## src/hw/rtl/assert_macros.svh

```systemverilog
// assertion macros shared by the scheduler rtl
// no dependencies; empty when SYNTHESIS is defined
`ifndef ASSERT_MACROS_SVH
`define ASSERT_MACROS_SVH
`ifndef SYNTHESIS
`define ETS_ASSERT_IMPLY(lbl, clk, rst_n, ante, cons) \
  lbl: assert property (@(posedge clk) disable iff (!rst_n) (ante) |-> (cons)) \
    else $error("assertion failed");
`define ETS_ASSERT_NEXT(lbl, clk, rst_n, ante, cons) \
  lbl: assert property (@(posedge clk) disable iff (!rst_n) (ante) |=> (cons)) \
    else $error("assertion failed");
`else
`define ETS_ASSERT_IMPLY(lbl, clk, rst_n, ante, cons)
`define ETS_ASSERT_NEXT(lbl, clk, rst_n, ante, cons)
`endif
`endif

```

## src/hw/rtl/ets_pkg.sv

```systemverilog
// types and constants of the event tick scheduler
// no dependencies
package ets_pkg;

  localparam int TICK_W         = 64;
  localparam int ID_W           = 10;
  localparam int ENTITY_DEFAULT = 64;
  localparam int RAM_W          = 1 + 2 * TICK_W;

  typedef enum logic [2:0] {
    CMD_SCHEDULE = 3'd0,
    CMD_CANCEL   = 3'd1,
    CMD_POP      = 3'd2,
    CMD_PEEK     = 3'd3,
    CMD_QUERY    = 3'd4
  } cmd_e;

  typedef enum logic [1:0] {
    OP_NONE,
    OP_INSERT,
    OP_REMOVE,
    OP_SHIFT
  } cell_op_e;

  typedef enum logic [1:0] {
    ST_CLEAR,
    ST_IDLE,
    ST_LOOK,
    ST_INSERT
  } state_e;

  typedef struct packed {
    logic              valid;
    logic [ID_W-1:0]   id;
    logic [TICK_W-1:0] due;
    logic [TICK_W-1:0] stamp;
  } cell_t;

  typedef struct packed {
    cell_op_e          op;
    logic [ID_W-1:0]   id;
    logic [TICK_W-1:0] due;
    logic [TICK_W-1:0] stamp;
  } cell_op_t;

  typedef struct packed {
    logic              pend;
    logic [TICK_W-1:0] due;
    logic [TICK_W-1:0] stamp;
  } ent_rec_t;

  localparam cell_t CELL_EMPTY = '0;

endpackage

```

## src/hw/rtl/ets_cell.sv

```systemverilog
// one cell of the sorted event chain: holds one pending entry
// depends on ets_pkg
module ets_cell (
  input  logic             clk_i,
  input  logic             rst_ni,
  input  ets_pkg::cell_op_t op_i,
  input  ets_pkg::cell_t    left_i,
  input  logic             left_gt_i,
  input  ets_pkg::cell_t    right_i,
  output ets_pkg::cell_t    data_o,
  output logic             gt_o
);
  import ets_pkg::*;

  logic              valid_q;
  logic [ID_W-1:0]   id_q;
  logic [TICK_W-1:0] due_q;
  logic [TICK_W-1:0] stamp_q;
  cell_t             cell_q;
  cell_t             cell_d;
  cell_t             new_cell;
  logic              ge;

  assign cell_q   = '{valid: valid_q, id: id_q, due: due_q, stamp: stamp_q};
  assign new_cell = '{valid: 1'b1, id: op_i.id, due: op_i.due, stamp: op_i.stamp};
  assign gt_o     = !valid_q || (due_q > op_i.due);
  assign ge       = valid_q && ({due_q, stamp_q} >= {op_i.due, op_i.stamp});

  always_comb begin
    cell_d = cell_q;
    case (op_i.op)
      OP_INSERT: begin
        if (gt_o) begin
          cell_d = left_gt_i ? left_i : new_cell;
        end
      end
      OP_REMOVE: begin
        if (ge) begin
          cell_d = right_i;
        end
      end
      OP_SHIFT: cell_d = right_i;
      default: cell_d = cell_q;
    endcase
  end

  always_ff @(posedge clk_i or negedge rst_ni) begin
    if (!rst_ni) begin
      valid_q <= 1'b0;
    end else begin
      valid_q <= cell_d.valid;
    end
  end

  always_ff @(posedge clk_i) begin
    id_q    <= cell_d.id;
    due_q   <= cell_d.due;
    stamp_q <= cell_d.stamp;
  end

  assign data_o = cell_q;
endmodule

```

## config.mk

```make
export PLATFORM = sky130hd
export DESIGN_NAME = ets_cell
export DESIGN_NICKNAME = d
export VERILOG_FILES = /design/src/hw/rtl/assert_macros.svh /design/src/hw/rtl/ets_pkg.sv /design/src/hw/rtl/ets_cell.sv
export SDC_FILE = /design/constraint.sdc
export NUM_CORES = 1
export LEC_CHECK = 0
export BUFFER_PORTS_ARGS = -buffer_cell sky130_fd_sc_hd__clkbuf_2
export CAP_MARGIN = 5
export CORE_AREA = 2 2 219 221
export DETAILED_ROUTE_END_ITERATION = 8
export DIE_AREA = 0 0 221 223
export HOLD_SLACK_MARGIN = 0.06
export MAX_ROUTING_LAYER = met4
export PLACE_DENSITY = 0.54
export SYNTH_ARGS = -nofsm -noshare
export SYNTH_HDL_FRONTEND = slang
export SYNTH_SLANG_ARGS = --single-unit
```

## constraint.sdc

```tcl
create_clock -name clk_i -period 14.1 [get_ports clk_i]
set_input_delay 0.705 -clock clk_i [delete_from_list [all_inputs] [get_ports clk_i]]
set_output_delay 0.705 -clock clk_i [all_outputs]
set_load 0.05 [all_outputs]
```

# After elaboration in Yosys (flattened, before gate mapping)
# Index checks and enable logic that the tools add are counted.
totals:
  inputBits: 421
  output_inout_bits: 140
  word_cells: 20
  ff_bits: 139
classes:
  n_eq_ne: 5
  magnitude_cmp: 2
  n_reduce_logical: 5
  n_mux: 4
op_table:
  columns: ["cell", "count"]
  rows:
  - ["$mux W139", 3]
  - ["$pmux W139 S3", 1]
  - ["$ge A128 B128 Y1", 1]
  - ["$gt A64 B64 Y1", 1]
  - ["$eq A2 B2 Y1 const B", 2]
  - ["$ne A2 B2 Y1 const B", 2]
  - ["$reduce_and A3 Y1", 1]
  - ["$reduce_bool A3 Y1", 1]
  - ["$eq A2 B1 Y1 const B", 1]
  - ["$logic_and A1 B1 Y1", 1]
  - ["$logic_not A1 Y1", 1]
  - ["$logic_or A1 B1 Y1", 1]

# Longest topological paths before layout
depth:
  word_depth: 4
  ltp_mapped: 10
  depth_no_buf: 10

# Worst setup path after synthesis
# OpenSTA, ideal clock, no wires.
synth_timing:
  path_type: "input-to-reg"
  from: "in op_i[109] (netlist bit)"
  to: "reg due_q[0], enable pin"
  path_slack_ps: 8130
  arrival_ps: 5473
  path_buffers: 0
  setup_time_ps: 497
  cell_stages: 10
  required_time_ps: 13603
  cell_sequence: "inv_1 -> ha_1 -> nand4_2 -> or4_4 -> or2_4 -> nor3_4 -> o31a_2 -> o31ai_1 -> nand2_2 -> a211o_1"
synth_via:
  elab_chain_cells: 4
synth_rtl:
  columns: ["element", "line_no", "source"]
  rows:
  - ["from (decl)", "ets_cell.sv:6", "input ets_pkg::cell_op_t op_i,"]
  - ["$gt A64 B64 Y1", "ets_cell.sv:26", "assign gt_o = !valid_q || (due_q > op_i.due);"]
  - ["$logic_or A1 B1 Y1", "ets_cell.sv:26", null]
  - ["net gt_o", "ets_cell.sv:11", "output logic gt_o"]
  - ["$ne A2 B2 Y1 (no line)", null, null]
  - ["$reduce_and A3 Y1 (no line)", null, null]
  - ["to (signal assigned)", "ets_cell.sv:57", "due_q <= cell_d.due;"]
  - ["to (decl)", "ets_cell.sv:17", "logic [TICK_W-1:0] due_q;"]
# The timed path passes the listed nets, and every way through them passes these cells.
# A chain may end at the register's enable or synchronous reset.

# Worst setup path in the final report
layout_timing:
  from: "reg due_q[37]"
  to: "reg id_q[9], enable pin"
layout_via:
  elab_chain_cells: 4
layout_rtl:
  columns: ["element", "line_no", "source"]
  rows:
  - ["$ge A128 B128 Y1 / $gt A64 B64 Y1 (equally long branches)", "ets_cell.sv:27, ets_cell.sv:26", null]
  - ["$logic_and A1 B1 Y1 / $logic_or A1 B1 Y1 (equally long branches)", "ets_cell.sv:27, ets_cell.sv:26", null]
  - ["$ne A2 B2 Y1 (no line)", null, null]
  - ["$reduce_and A3 Y1 (no line) (*)", null, null]
  - ["to (signal assigned)", "ets_cell.sv:56", "id_q <= cell_d.id;"]
  - ["to (decl)", "ets_cell.sv:16", "logic [ID_W-1:0] id_q;"]
# Mark *: on every way between the ends. The rest lies on a longest branch, timed or not.

==> flow_metrics.env <==
export IMPL_status="completed"
export IMPL_place_congestion=0.926
export IMPL_clk_path_buf_depth=2
export IMPL_cap_viol_max_count=0
export IMPL_syn_to_final_growth_pct=39.0
export IMPL_switchingPower_w=0.000751
export IMPL_post_route_min_period_ns=3.97
export IMPL_grt_max_degree=105
export IMPL_drc_errors=0
export IMPL_synth_top_area_frac=0.401
export IMPL_synthesis_area_sq_um=10300
export IMPL_final_util=0.305
export IMPL_ys_flop_type="edfxtp_1"
export IMPL_dp_hpwl_mm=33.3
export IMPL_fp_row_count=80
export IMPL_dp_cells=2217
export IMPL_antenna_found_initial=5
export IMPL_critPathArrivalTime_ns=4.08
export IMPL_cts_resized=0
export IMPL_design_die_area_sq_um=49300
export IMPL_firstDrtPassIters=5
export IMPL_power_frac_clock=0.252
export IMPL_first_iter_violations=378
export IMPL_avgSynthCellArea_sq_um=9.52
export IMPL_slew_viol_final=0
export IMPL_finalCritPeriodShare=0.282
export IMPL_fin_setup_tns_ns=0
export IMPL_fin_ws_ns=10.13
export IMPL_synth_top_area_cell="edfxtp_1"
export IMPL_synth_seq_cells=139
export IMPL_port_buffers=560
export IMPL_synth_async_sr_flop_share=0.00719
export IMPL_layout_drive_gt1_share=0.371
export IMPL_routed_wl_mm=39.4
export IMPL_start_kind="flop"
export IMPL_fin_worst_skew_ns=0.0163
export IMPL_hold_slack_ns=0.506
export IMPL_max_freq_mhz=252
export IMPL_pre_cts_ws_ns=9.71
export IMPL_h_tree_depth=4
export IMPL_layoutNonFillerInstCount=2254
export IMPL_seq_area_frac_synth=0.404
export IMPL_hold_violations=0
export IMPL_crit_type="reg2reg"
export IMPL_synth_area_top_cells="edfxtp_1, ha_1, mux2i_1, o21ai_0, nand2_1"
export IMPL_grt_pass1_wl_mm=58.5
export IMPL_critPathMaxFanout=64
export IMPL_synth_edf_count=138
export IMPL_core_area_sq_um=47100
export IMPL_gr_total_overflow=0
export IMPL_path_clk_slew_ns=0.06
export IMPL_pwr_share_seq=0.348
export IMPL_p_sw_frac=0.425
export IMPL_layout_commonest_cell="clkbuf_2"
export IMPL_cts_tree="yes"
export IMPL_tightest_slew_ns=1.01
export IMPL_ant_nets=0
export IMPL_cell_internal_pwr_w=0.00102
export IMPL_cts_root_buf="clkbuf_16"
export IMPL_grt_usage=0.163
export IMPL_finalNetCount=2172
export IMPL_die_w_um=221
export IMPL_ys_types=49
export IMPL_syn_num_nets=1635
export IMPL_cts_num_sinks=139
export IMPL_start_util=0.219
export IMPL_crit_required_ns=14.21
export IMPL_worstHoldPathType="in2reg"
export IMPL_numCtsBuffers=17
export IMPL_grt_pass1_vias=10109
export IMPL_num_vias=9957
export IMPL_powerDensity_nw_per_um2=123
export IMPL_min_path_cells=3
export IMPL_relSlewSlack=0.325
export IMPL_r2r_cells=10
export IMPL_cp_end_kind="flop"
export IMPL_setup_viol=0
export IMPL_p_leak_nw=7.46
export IMPL_synth_warnings=0
export IMPL_power_share_combinational=0.400
export IMPL_ios=561
export IMPL_layout_common_cells="clkbuf_2, nand2_1, o21ai_0"
export IMPL_syn_instance_count=1085
export IMPL_viasPerCell=4.42
export IMPL_clk_latency_ns=0.48
export IMPL_rsz0062_at_grt="no"
export IMPL_route_detailed_wl_per_inst_um=17.5
export IMPL_fp_dieH_um=223
export IMPL_vdd_drop_max_mv=0.0765
## sequential cells by signal (all words and copies together) (netlist names)
register	count
valid_q	1
stamp_q	64
due_q	64
id_q	10
## cells by family (layout without fill, tap and decap cells)
kind of cell,Yosys count,count (layout),synth area share
AND/OR/NAND/NOR,252,252,0.110
AO/OA/AOI/OAI,248,248,0.130
buffers and inverters,179,728,0.0655
flip-flops,139,139,0.404
multiplexers,138,138,0.134
adder cells (fa/ha/maj),129,129,0.156
other,0,5,0
## worst max-delay path, stage by stage (launching register included)
cell and delay (ns):
edfxtp_1 0.48, ha_1 0.34, nand4_1 0.15, or4_4 0.55
or2_4 0.29, nor3_4 0.19, nand2_2 0.08, a211o_1 0.26
a21oi_1 0.19, a211o_4 0.27, buf_4 0.69
## power groups by stage
| stage | combinational, W | clock, W | sequential, W |
|---|---|---|---|
| 2_1_floorplan | 0.000225 | 0 | 0.000870 |
| 3_3_place_gp | 0.000709 | 0 | 0.000622 |
| 3_5_place_dp | 0.000714 | 0 | 0.000624 |
| 4_1_cts | 0.000717 | 0.000463 | 0.000617 |
| 5_1_grt | 0.000768 | 0.000476 | 0.000624 |
| 6_report | 0.000707 | 0.000444 | 0.000615 |
## final timing paths
check	endpoint	startpoint	slack [ns]
setup reg to reg	id_q[9]	due_q[37]	10.13
setup / recovery	id_q[9]	due_q[37]	10.13
max in group asynchronous	valid_q	rst_ni	13.42
hold reg to reg	valid_q	valid_q	0.72
hold / removal	stamp_q[3]	right_i[3]	0.51
min in group asynchronous	valid_q	rst_ni	0.59
## stage by stage
step	cell area (sq um)	power [W]
3_3_place_gp	13800	0.00133
5_1_grt	14400	0.00187
6_report	14400	0.00177
3_5_place_dp	13800	0.00134
4_1_cts	14300	0.00180
2_1_floorplan	10300	0.00110
## layout make-up
cell class | instances | area (sq um)
clock buffer | 17 | 425
tap | 615 | 769
inverter | 131 | 492
multi-input combinational | 767 | 5490
timing repair buffer | 566 | 2870
antenna | 5 | 12.5
sequential | 139 | 4170
fill | 4986 | 32800
clock inverter | 14 | 131
## what timing repair did
item,in CTS,in global routing
setup buffers,0,0
hold buffers,1,0
endpoints found under the hold margin,1,0
## metal layers
layer  wire length, um  part of all wire  global-route usage
met4               737             0.019              0.0530
met2             19600              0.50               0.276
met1             16300              0.41               0.182
met3              2770             0.070              0.0519
met5                 0                 0                   -
## synth_stat cells, types with 3 or more instances
cell	number
a211oi_1	7
a21o_1	7
a21oi_1	54
a221oi_1	4
and4_1	3
and4_2	3
buf_1	11
clkbuf_1	35
edfxtp_1	138
ha_1	129
inv_1	131
mux2i_1	138
nand2_1	176
nand3_1	11
nand4_1	19
nor2_1	17
nor2b_1	3
o21ai_0	160
Note: power is estimated with default switching activity, not from simulation.
