===== config.mk =====
export PLATFORM = sky130hd
export DESIGN_NAME = ets_ram
export DESIGN_NICKNAME = d
export VERILOG_FILES = /design/src/hw/rtl/assert_macros.svh /design/src/hw/rtl/ets_ram.sv
export SDC_FILE = /design/constraint.sdc
export NUM_CORES = 1
export LEC_CHECK = 0
export BUFFER_PORTS_ARGS = -buffer_cell sky130_fd_sc_hd__clkbuf_2
export CAP_MARGIN = 40
export CORE_ASPECT_RATIO = 0.9
export CORE_MARGIN = 10
export CORE_UTILIZATION = 43
export CTS_BUF_LIST = sky130_fd_sc_hd__clkbuf_4 sky130_fd_sc_hd__clkbuf_8
export CTS_CLUSTER_DIAMETER = 150
export DETAILED_ROUTE_END_ITERATION = 16
export GPL_ROUTABILITY_DRIVEN = 0
export GPL_TIMING_DRIVEN = 0
export SETUP_SLACK_MARGIN = 0.2
export SLEW_MARGIN = 10
export SYNTH_ARGS = -nofsm -noshare
export SYNTH_HDL_FRONTEND = slang
export SYNTH_SLANG_ARGS = --single-unit

===== constraint.sdc =====
create_clock -name clk_i -period 1.8 [get_ports clk_i]
set_input_delay 0.18 -clock clk_i [delete_from_list [all_inputs] [get_ports clk_i]]
set_output_delay 0.18 -clock clk_i [all_outputs]
set_load 0.02 [all_outputs]

===== src/hw/rtl/assert_macros.svh =====
// assertion macros shared by the scheduler rtl
// no dependencies; empty when SYNTHESIS is defined
`ifndef ASSERT_MACROS_SVH
`define ASSERT_MACROS_SVH
`ifndef SYNTHESIS
`define ETS_ASSERT_IMPLY(lbl, clk, rst_n, ante, cons) \
  lbl: assert property (@(posedge clk) disable iff (!rst_n) (ante) |-> (cons)) \
    else $error("assertion failed");
`define ETS_ASSERT_NEXT(lbl, clk, rst_n, ante, cons) \
  lbl: assert property (@(posedge clk) disable iff (!rst_n) (ante) |=> (cons)) \
    else $error("assertion failed");
`else
`define ETS_ASSERT_IMPLY(lbl, clk, rst_n, ante, cons)
`define ETS_ASSERT_NEXT(lbl, clk, rst_n, ante, cons)
`endif
`endif


===== src/hw/rtl/ets_ram.sv =====
// generic single write port ram with registered read
// no dependencies
module ets_ram #(
  parameter int WIDTH = 8,
  parameter int DEPTH = 16
) (
  input  logic                     clk_i,
  input  logic                     we_i,
  input  logic [$clog2(DEPTH)-1:0] waddr_i,
  input  logic [WIDTH-1:0]         wdata_i,
  input  logic                     re_i,
  input  logic [$clog2(DEPTH)-1:0] raddr_i,
  output logic [WIDTH-1:0]         rdata_o
);
  logic [WIDTH-1:0] mem_q [DEPTH];
  logic [WIDTH-1:0] rdata_q;

  always_ff @(posedge clk_i) begin
    if (we_i) begin
      mem_q[waddr_i] <= wdata_i;
    end
    if (re_i) begin
      rdata_q <= mem_q[raddr_i];
    end
  end

  assign rdata_o = rdata_q;
endmodule


### Word-level counts from Yosys, hierarchy flattened

Memories as Yosys holds them, arrays and structs flattened. A register that Yosys moved wholly into a read port is not among the register bits.
Cells that the tools add are included.

* bits in registers: 0
* RAM bits: 128
* input bits: 19
* output and inout bits: 8
* word-level logic and storage cells: 3
* memories: 1

* multiplexer cells: 2

Memory list
* mem_q: words 16, bits a word 8, read ports 1, clocked after memory_dff 1, wr ports 1, line ets_ram.sv:15 `logic [WIDTH-1:0] mem_q [DEPTH];`

Operator list (number)
* $mux 1: 2

### Longest topological paths before layout

Gate-level depths: netlist of run 1.

* depth in word-level cells: 2
* gate-level depth with buffers: 5
* gate-level depth less buffers: 3

### Worst setup path after synthesis of run 1

Ideal clock, no wire load.

* path type: input -> register
* start: input waddr_i[2]
* end: memory mem_q[0][0] (enable)
* setup time: 0.383 ns
* arrival: 1.290 ns
* data required time: 1.417 ns
* path slack: 0.127 ns
* stages: 2
* buffers on the path: 0
* path through: or3b_2 nor3_1

RTL lines
* start, declared: line ets_ram.sv:9 `input logic [$clog2(DEPTH)-1:0] waddr_i,`
* end, declared: line ets_ram.sv:15

Straight into the memory's write port.

==> results of run 1 <==
[worst paths after layout]
check | from | endpoint | slack (ns)
worst max register to register | mem_q[6][4]$_DFFE_PP_ | rdata_o[4]$_DFFE_PP_ | 0.29
worst min register to register | mem_q[11][2]$_DFFE_PP_ | rdata_o[2]$_DFFE_PP_ | 0.76
worst min-delay path | re_i | rdata_o[7]$_DFFE_PP_ | 0.10
worst max-delay path | mem_q[6][4]$_DFFE_PP_ | rdata_o[4]$_DFFE_PP_ | 0.29
[flip-flops by register name, indices dropped and copies added (netlist names)]
signal and cells:
mem_q 128, rdata_o 8
[logic make-up after synthesis]
group	after synthesis
AO/OA/AOI/OAI	16
multiplexers	32
buffers and inverters	10
flip-flops	136
AND/OR/NAND/NOR	35
[layout make-up]
cell class / count / area [sq um] / area share
Tap cell: 160 / 200.2 / 0.03318
Timing Repair Buffer: 27 / 140.1 / 0.02323
Clock buffer: 18 / 241.5 / 0.04002
Multi-Input combinational cell: 83 / 1077 / 0.1786
Sequential cell: 136 / 4084 / 0.6769
Clock inverter: 13 / 203.9 / 0.03380
Buffer: 10 / 86.33 / 0.01431
[synthesized netlist by cell type]
cell type,n
mux4_1,14
nor3_1,4
buf_6,3
buf_4,1
clkdlybuf4s25_2,3
or3b_2,1
nor2_1,13
nand3_1,1
nand2_1,9
a22oi_1,16
nand2b_1,2
mux4_2,18
buf_2,3
and2_1,1
nand3b_1,2
and2b_1,1
nor2b_1,1
edfxtp_1,136
[report_power, final]
group / switching [mW] / internal, mW
combinational: 0.218 / 0.139
clock: 1.09 / 1.65
sequential: 0.0147 / 3.57
[cell usage in the layout (no fill, tap or decap)]
| cell type | Yosys | routed |
|---|---|---|
| clkinv_1 | 0 | 1 |
| clkdlybuf4s25_2 | 3 | 3 |
| or3b_2 | 1 | 1 |
| nor2_1 | 13 | 13 |
| clkinv_4 | 0 | 2 |
| clkinvlp_4 | 0 | 3 |
| nand2b_1 | 2 | 2 |
| mux4_1 | 14 | 14 |
| edfxtp_1 | 136 | 136 |
| buf_4 | 1 | 3 |
| nor3_2 | 0 | 2 |
| buf_2 | 3 | 3 |
| nand3_1 | 1 | 1 |
| nand2_1 | 9 | 9 |
| nor3_1 | 4 | 2 |
| a22oi_1 | 16 | 14 |
| clkbuf_2 | 0 | 25 |
| mux4_2 | 18 | 18 |
| buf_6 | 3 | 3 |
| nand3b_1 | 2 | 2 |
| clkinv_2 | 0 | 2 |
| clkbuf_8 | 0 | 17 |
| clkbuf_4 | 0 | 1 |
| bufinv_16 | 0 | 5 |
| and2_1 | 1 | 1 |
| and2b_1 | 1 | 1 |
| nor2b_1 | 1 | 1 |
| a22oi_2 | 0 | 2 |
[layer usage]
layer  up-vias  GRT usage  share of wire
li1       1074          -              -
met1      1190     0.1711           0.45
met2        81     0.1731           0.46
met3        11    0.04798          0.078
met4         0    0.04508          0.014
met5         -          0              0
[metrics by stage]
stage	util	setup TNS, ns
final	0.5036	0
after global placement	0.4639	-4.272
after floorplan	-	0
after CTS	0.5027	0
after detailed placement	0.4655	-1.757
after global routing	0.5036	0
==> metrics, run 1 <==
status finished clean; worst hold stages 1; post-synthesis xor/xnor area fraction 0; Setup Viol. Count Final 0; syn_area_per_cell 22.83 sq um; Critical Path Stages 3; Initial Utilization 0.4363; WS Path Type flop to flop; Crit path largest cell delay around 0.5 ns; Post-CTS Hold Buffers 0; CTS clock-pin slew for the worst setup and hold paths roughly 0.080 ns; Slew @ Worst Pin 0.8440 ns; Post-Synth Simple-Gate Area 0.03135; Post-Syn Area around 5200 sq um; CP delay by family, top multiplexers; area fraction in compound gates after synthesis 0.02298; Final Hold Fails 0; remaining antenna violation count 0; Critical-path top delay cell mux4_2; num rows 38; CTS max path bufs 2; post-synth top area share 0.7812; Critical Path End Type flop; Die X between 100 and 150 microns; first-pass GRT wire length between 15000 and 20000 microns; fill cell count just under 1000; die area 16970 sq um; count of cell types in the netlist 18; P_leak between 1.5 and 2 nW; chip height about 120 microns; drt drc 0; buffers plus inverters on the worst setup path 0; initial antenna violation count 0; share of cells above drive strength 1 0.3136; Setup Buffers After CTS 0; clk_lat worst skew ~0.43 ns; register area share after synthesis 0.7812; initial DRC count roughly 190; dpl hpwl 6486 microns; RSZ-0062 raised after global routing false; GRT Total Usage 0.1238; post-synthesis mux area share 0.1479; Sink Count approximately 140; Post-Route WL roughly 10000 microns; total core area about 12000 sq um; Critical Path Source Type flop; post-synthesis adder-cell area fraction 0; DP Cell Count ~420; Vias per Instance between 5 and 6; CP Data Arrival Time around 1.7 ns; Worst Skew around 0.0086 ns; CTS Buf Count 17; setup ws final roughly 0.29 ns; R2R cell count 3; combinational family with the most area after synthesis multiplexers; DR pass1 iterations 4; post-route design area 6033 sq um; Place WS -0.1010 ns; relative slew slack 0.4353; Yosys warning count 0; worst min-delay path category primary input to flop; fin crit share 0.8390; root buffer cell clkbuf_8; Slew Limit Fails 0; I/O Pins 27; crit-path cells mux4_2, a22oi_1, nand2_1; post-layout minimum cycle time ~1.5 ns; Pwr Density around 1100 nW/um^2; WP data required between 1.5 and 2 ns; number of nets in the layout just under 300; placed inst area 5578 sq um; Synth area leaders edfxtp_1 (78%), mux4_2 (7.8%), mux4_1 (7.0%), a22oi_1 (2.3%), nor2_1 (0.93%); post-route insts no fill approximately 450; synthesized instance count about 230; pin count of the biggest net entering global routing 17; total gr overflow 0; vias in the first global route between 2000 and 2500; H-tree lvl count 4; IR drop worst, VDD around 900 uV; max cap viols 0; Worst Path Max Fanout 1; port bufs 25; via count 2356; post-CTS sizing 0; area grow syn2layout 15.41%; Routed WL per cell 22.03 microns; Diodes inserted 0; Power Total roughly 6.7 mW; post-synth top area cell edfxtp_1; hold_ws 0.1032 ns; CTS tree done; net count after synthesis approximately 250; Max Fclk 662.2 MHz; Yosys reg bits between 100 and 150
Power figures use the tool's default switching activity.
==> run 2: changes to the inputs <==
==> constraint.sdc (replaced) <==
create_clock -name clk_i -period 1.34 [get_ports clk_i]
set_input_delay 0.134 -clock clk_i [delete_from_list [all_inputs] [get_ports clk_i]]
set_output_delay 0.134 -clock clk_i [all_outputs]
set_load 0.02 [all_outputs]
==> run 2 against run 1 <==
  * The run now ends with negative setup slack left
  * Hold slack lost 0.045 ns
  * Design area increased by 1.7%
  * Sequential power rose by 34%
  * Critical path type unchanged
  * Cell count stayed put
  * Critical endpoint is now rdata_o[2]$_DFFE_PP_
==> metrics, run 2 (same netlist as run 1, synthesis figures left out) <==
CP Data Arrival Time 1.61 ns (-0.06 ns); reg2reg setup slack -0.1 ns (-0.39 ns); die area 16970 sq um (unchanged); CTS clock-pin slew for the worst setup and hold paths 0.08 ns (about the same); GRT Total Usage 0.1253 (+0.001449); WS Path Type flop to flop; total gr overflow 0 (unchanged); CTS Buf Count 17 (unchanged); Critical Path End Type flop; num rows 38 (unchanged); CP startpoint mem_q[15][2]$_DFFE_PP_; Top reg by flops mem_q; area grow syn2layout 17.33%; Setup TNS -0.4860 ns (-0.4860 ns); Diodes inserted 0 (unchanged); worst min-delay path category primary input to flop; RSZ-0062 raised after global routing true; Max Fclk 696.3 MHz (+5.2%); leading cell type in the layout, fill and taps excluded edfxtp_1; H-tree lvl count 4 (unchanged); dpl hpwl 6637 microns (+2.3%); DR pass1 iterations 4 (unchanged); post-layout minimum cycle time 1.436 ns (-0.07400 ns); Multi-input gate area 1136 sq um (+5.5%); total core area 11980 sq um (unchanged); Sink Count 136 (unchanged); via count 2393 (+1.6%); relative slew slack 0.4219 (-0.01340); most frequent cells in the layout edfxtp_1 (136), mux4_2 (32), clkbuf_2 (23), clkbuf_8 (17); Critical Path Source Type flop; drt drc 0 (unchanged); Worst Path Max Fanout 1 (unchanged); Post-Route WL 10170 microns (+3.3%); Vias per Instance 5.353 (+1.6%); initial DRC count 286 (+49%); fill cell count 987 (+1.8%); IR drop worst, VDD 592.1 uV (-36%); setup ws final -0.09614 ns (-0.3860 ns); I/O Pins 27 (unchanged); failing checks negative setup slack; r2r endpoint rdata_o[2]$_DFFE_PP_; vias in the first global route 2592 (+4.3%); Routed WL per cell 22.75 microns (+3.3%); worst r2r src mem_q[15][2]$_DFFE_PP_; max cap viols 0 (unchanged); Critical Path End rdata_o[2]$_DFFE_PP_; CTS tree done; Slew @ Worst Pin 0.8640 ns (+0.02003 ns); Layout Utilization 0.5119 (+0.008354); Setup Viol. Count Final 8 (+8); Pwr Density 1462 nW/um^2 (+32%); chip height 124.6 microns (unchanged); share of cells above drive strength 1 0.4355 (+0.1220); P_leak 1.955 nW (-1.6%); Post-CTS Hold Buffers 0 (unchanged); R2R cell count 3 (unchanged); root buffer cell clkbuf_8; CTS max path bufs 2 (unchanged); clk_lat worst skew 0.42 ns (about the same); hold_ws 0.05862 ns (-0.04458 ns); Register Area 4084 sq um (unchanged); Final Hold Fails 0 (unchanged); status complete, but fails checks; remaining antenna violation count 0 (unchanged); WP data required 1.51 ns (-0.45 ns); Worst Skew 0.01144 ns (+0.002855 ns); port bufs 25 (unchanged); Slew Limit Fails 0 (unchanged); Die X 136.2 microns (unchanged); pin count of the biggest net entering global routing 17 (unchanged); number of nets in the layout 293 (-0.34%); fin crit share 1.072 (+0.2328); Initial Utilization 0.4363 (unchanged); initial antenna violation count 0 (unchanged); Largest register FFs 128 (unchanged); first-pass GRT wire length 15550 microns (+3.3%)
run 2: changes by cell type in the layout (fill, tap and decap cells not counted), moves of 4 or more:
cell     delta
buf_12      +4
mux4_1     -14
mux4_2     +14
a22oi_2     +7
nor2_2      +9
nor2_1     -12
a22oi_1     -7
run 2: routing by layer:
layer | routed length (microns) | vias to the layer above | track usage
li1 | - | 1059 | -
met1 | 4489 | 1252 | 0.1781
met2 | 4849 | 74 | 0.1834
met3 | 727 | 8 | 0.03548
met4 | 104 | 0 | 0.03569
met5 | 0 | - | 0
run 2: where the power goes:
part	switching (mW)	total, mW	internal, mW
sequential	0.0219	4.81	4.79
clock	1.58	3.61	2.04
combinational	0.322	0.543	0.221
total	1.92	8.97	7.04
run 2: metrics by stage:
stage	std cells	worst slack, ns	power, mW	area [sq um]
after floorplan	229	0.005605	5.199	5264
after global placement	414	-0.3067	5.406	5589
after detailed placement	414	-0.3535	5.422	5589
after CTS	446	-0.1087	9.023	6090
after global routing	447	-0.1678	9.281	6133
final	447	-0.09614	8.967	6133
run 2: timing repair:
| action | in CTS | in global routing |
|---|---|---|
| buffers inserted | 0 | 1 |
| setup endpoints to repair | 72 | 39 |
| cloned | 0 | 0 |
| pin swaps | 3 | 3 |
| resized for setup | 18 | 9 |
run 2: cell type report:
cell class,count,share of cell area
clock inverters,15,0.03284
well taps,160,0.03264
flip-flops and latches,136,0.6659
clock buffers,17,0.03815
plain buffers,10,0.01958
repair buffers,26,0.02570
multi-input cells,83,0.1852
run 2: critical path, stage by stage, from the launching register on:
cell and delay [ns]:
edfxtp_1 0.37, mux4_2 0.53, a22oi_2 0.21, nand2_1 0.08
run 2: worst min-delay path by stage:
| stage | depth (start not counted) | slack (ns) | endpoint | startpoint |
|---|---|---|---|---|
| finish | 1 | 0.06 | rdata_o[3]$_DFFE_PP_ | re_i |
| global route | 1 | 0.07 | rdata_o[1]$_DFFE_PP_ | re_i |
| CTS | 1 | 0.04 | rdata_o[3]$_DFFE_PP_ | re_i |
| detailed placement | 1 | 0.50 | rdata_o[2]$_DFFE_PP_ | re_i |
| global placement | 1 | 0.49 | rdata_o[2]$_DFFE_PP_ | re_i |
| floorplan | 0 | 0.23 | mem_q[0][0]$_DFFE_PP_ | wdata_i[0] |
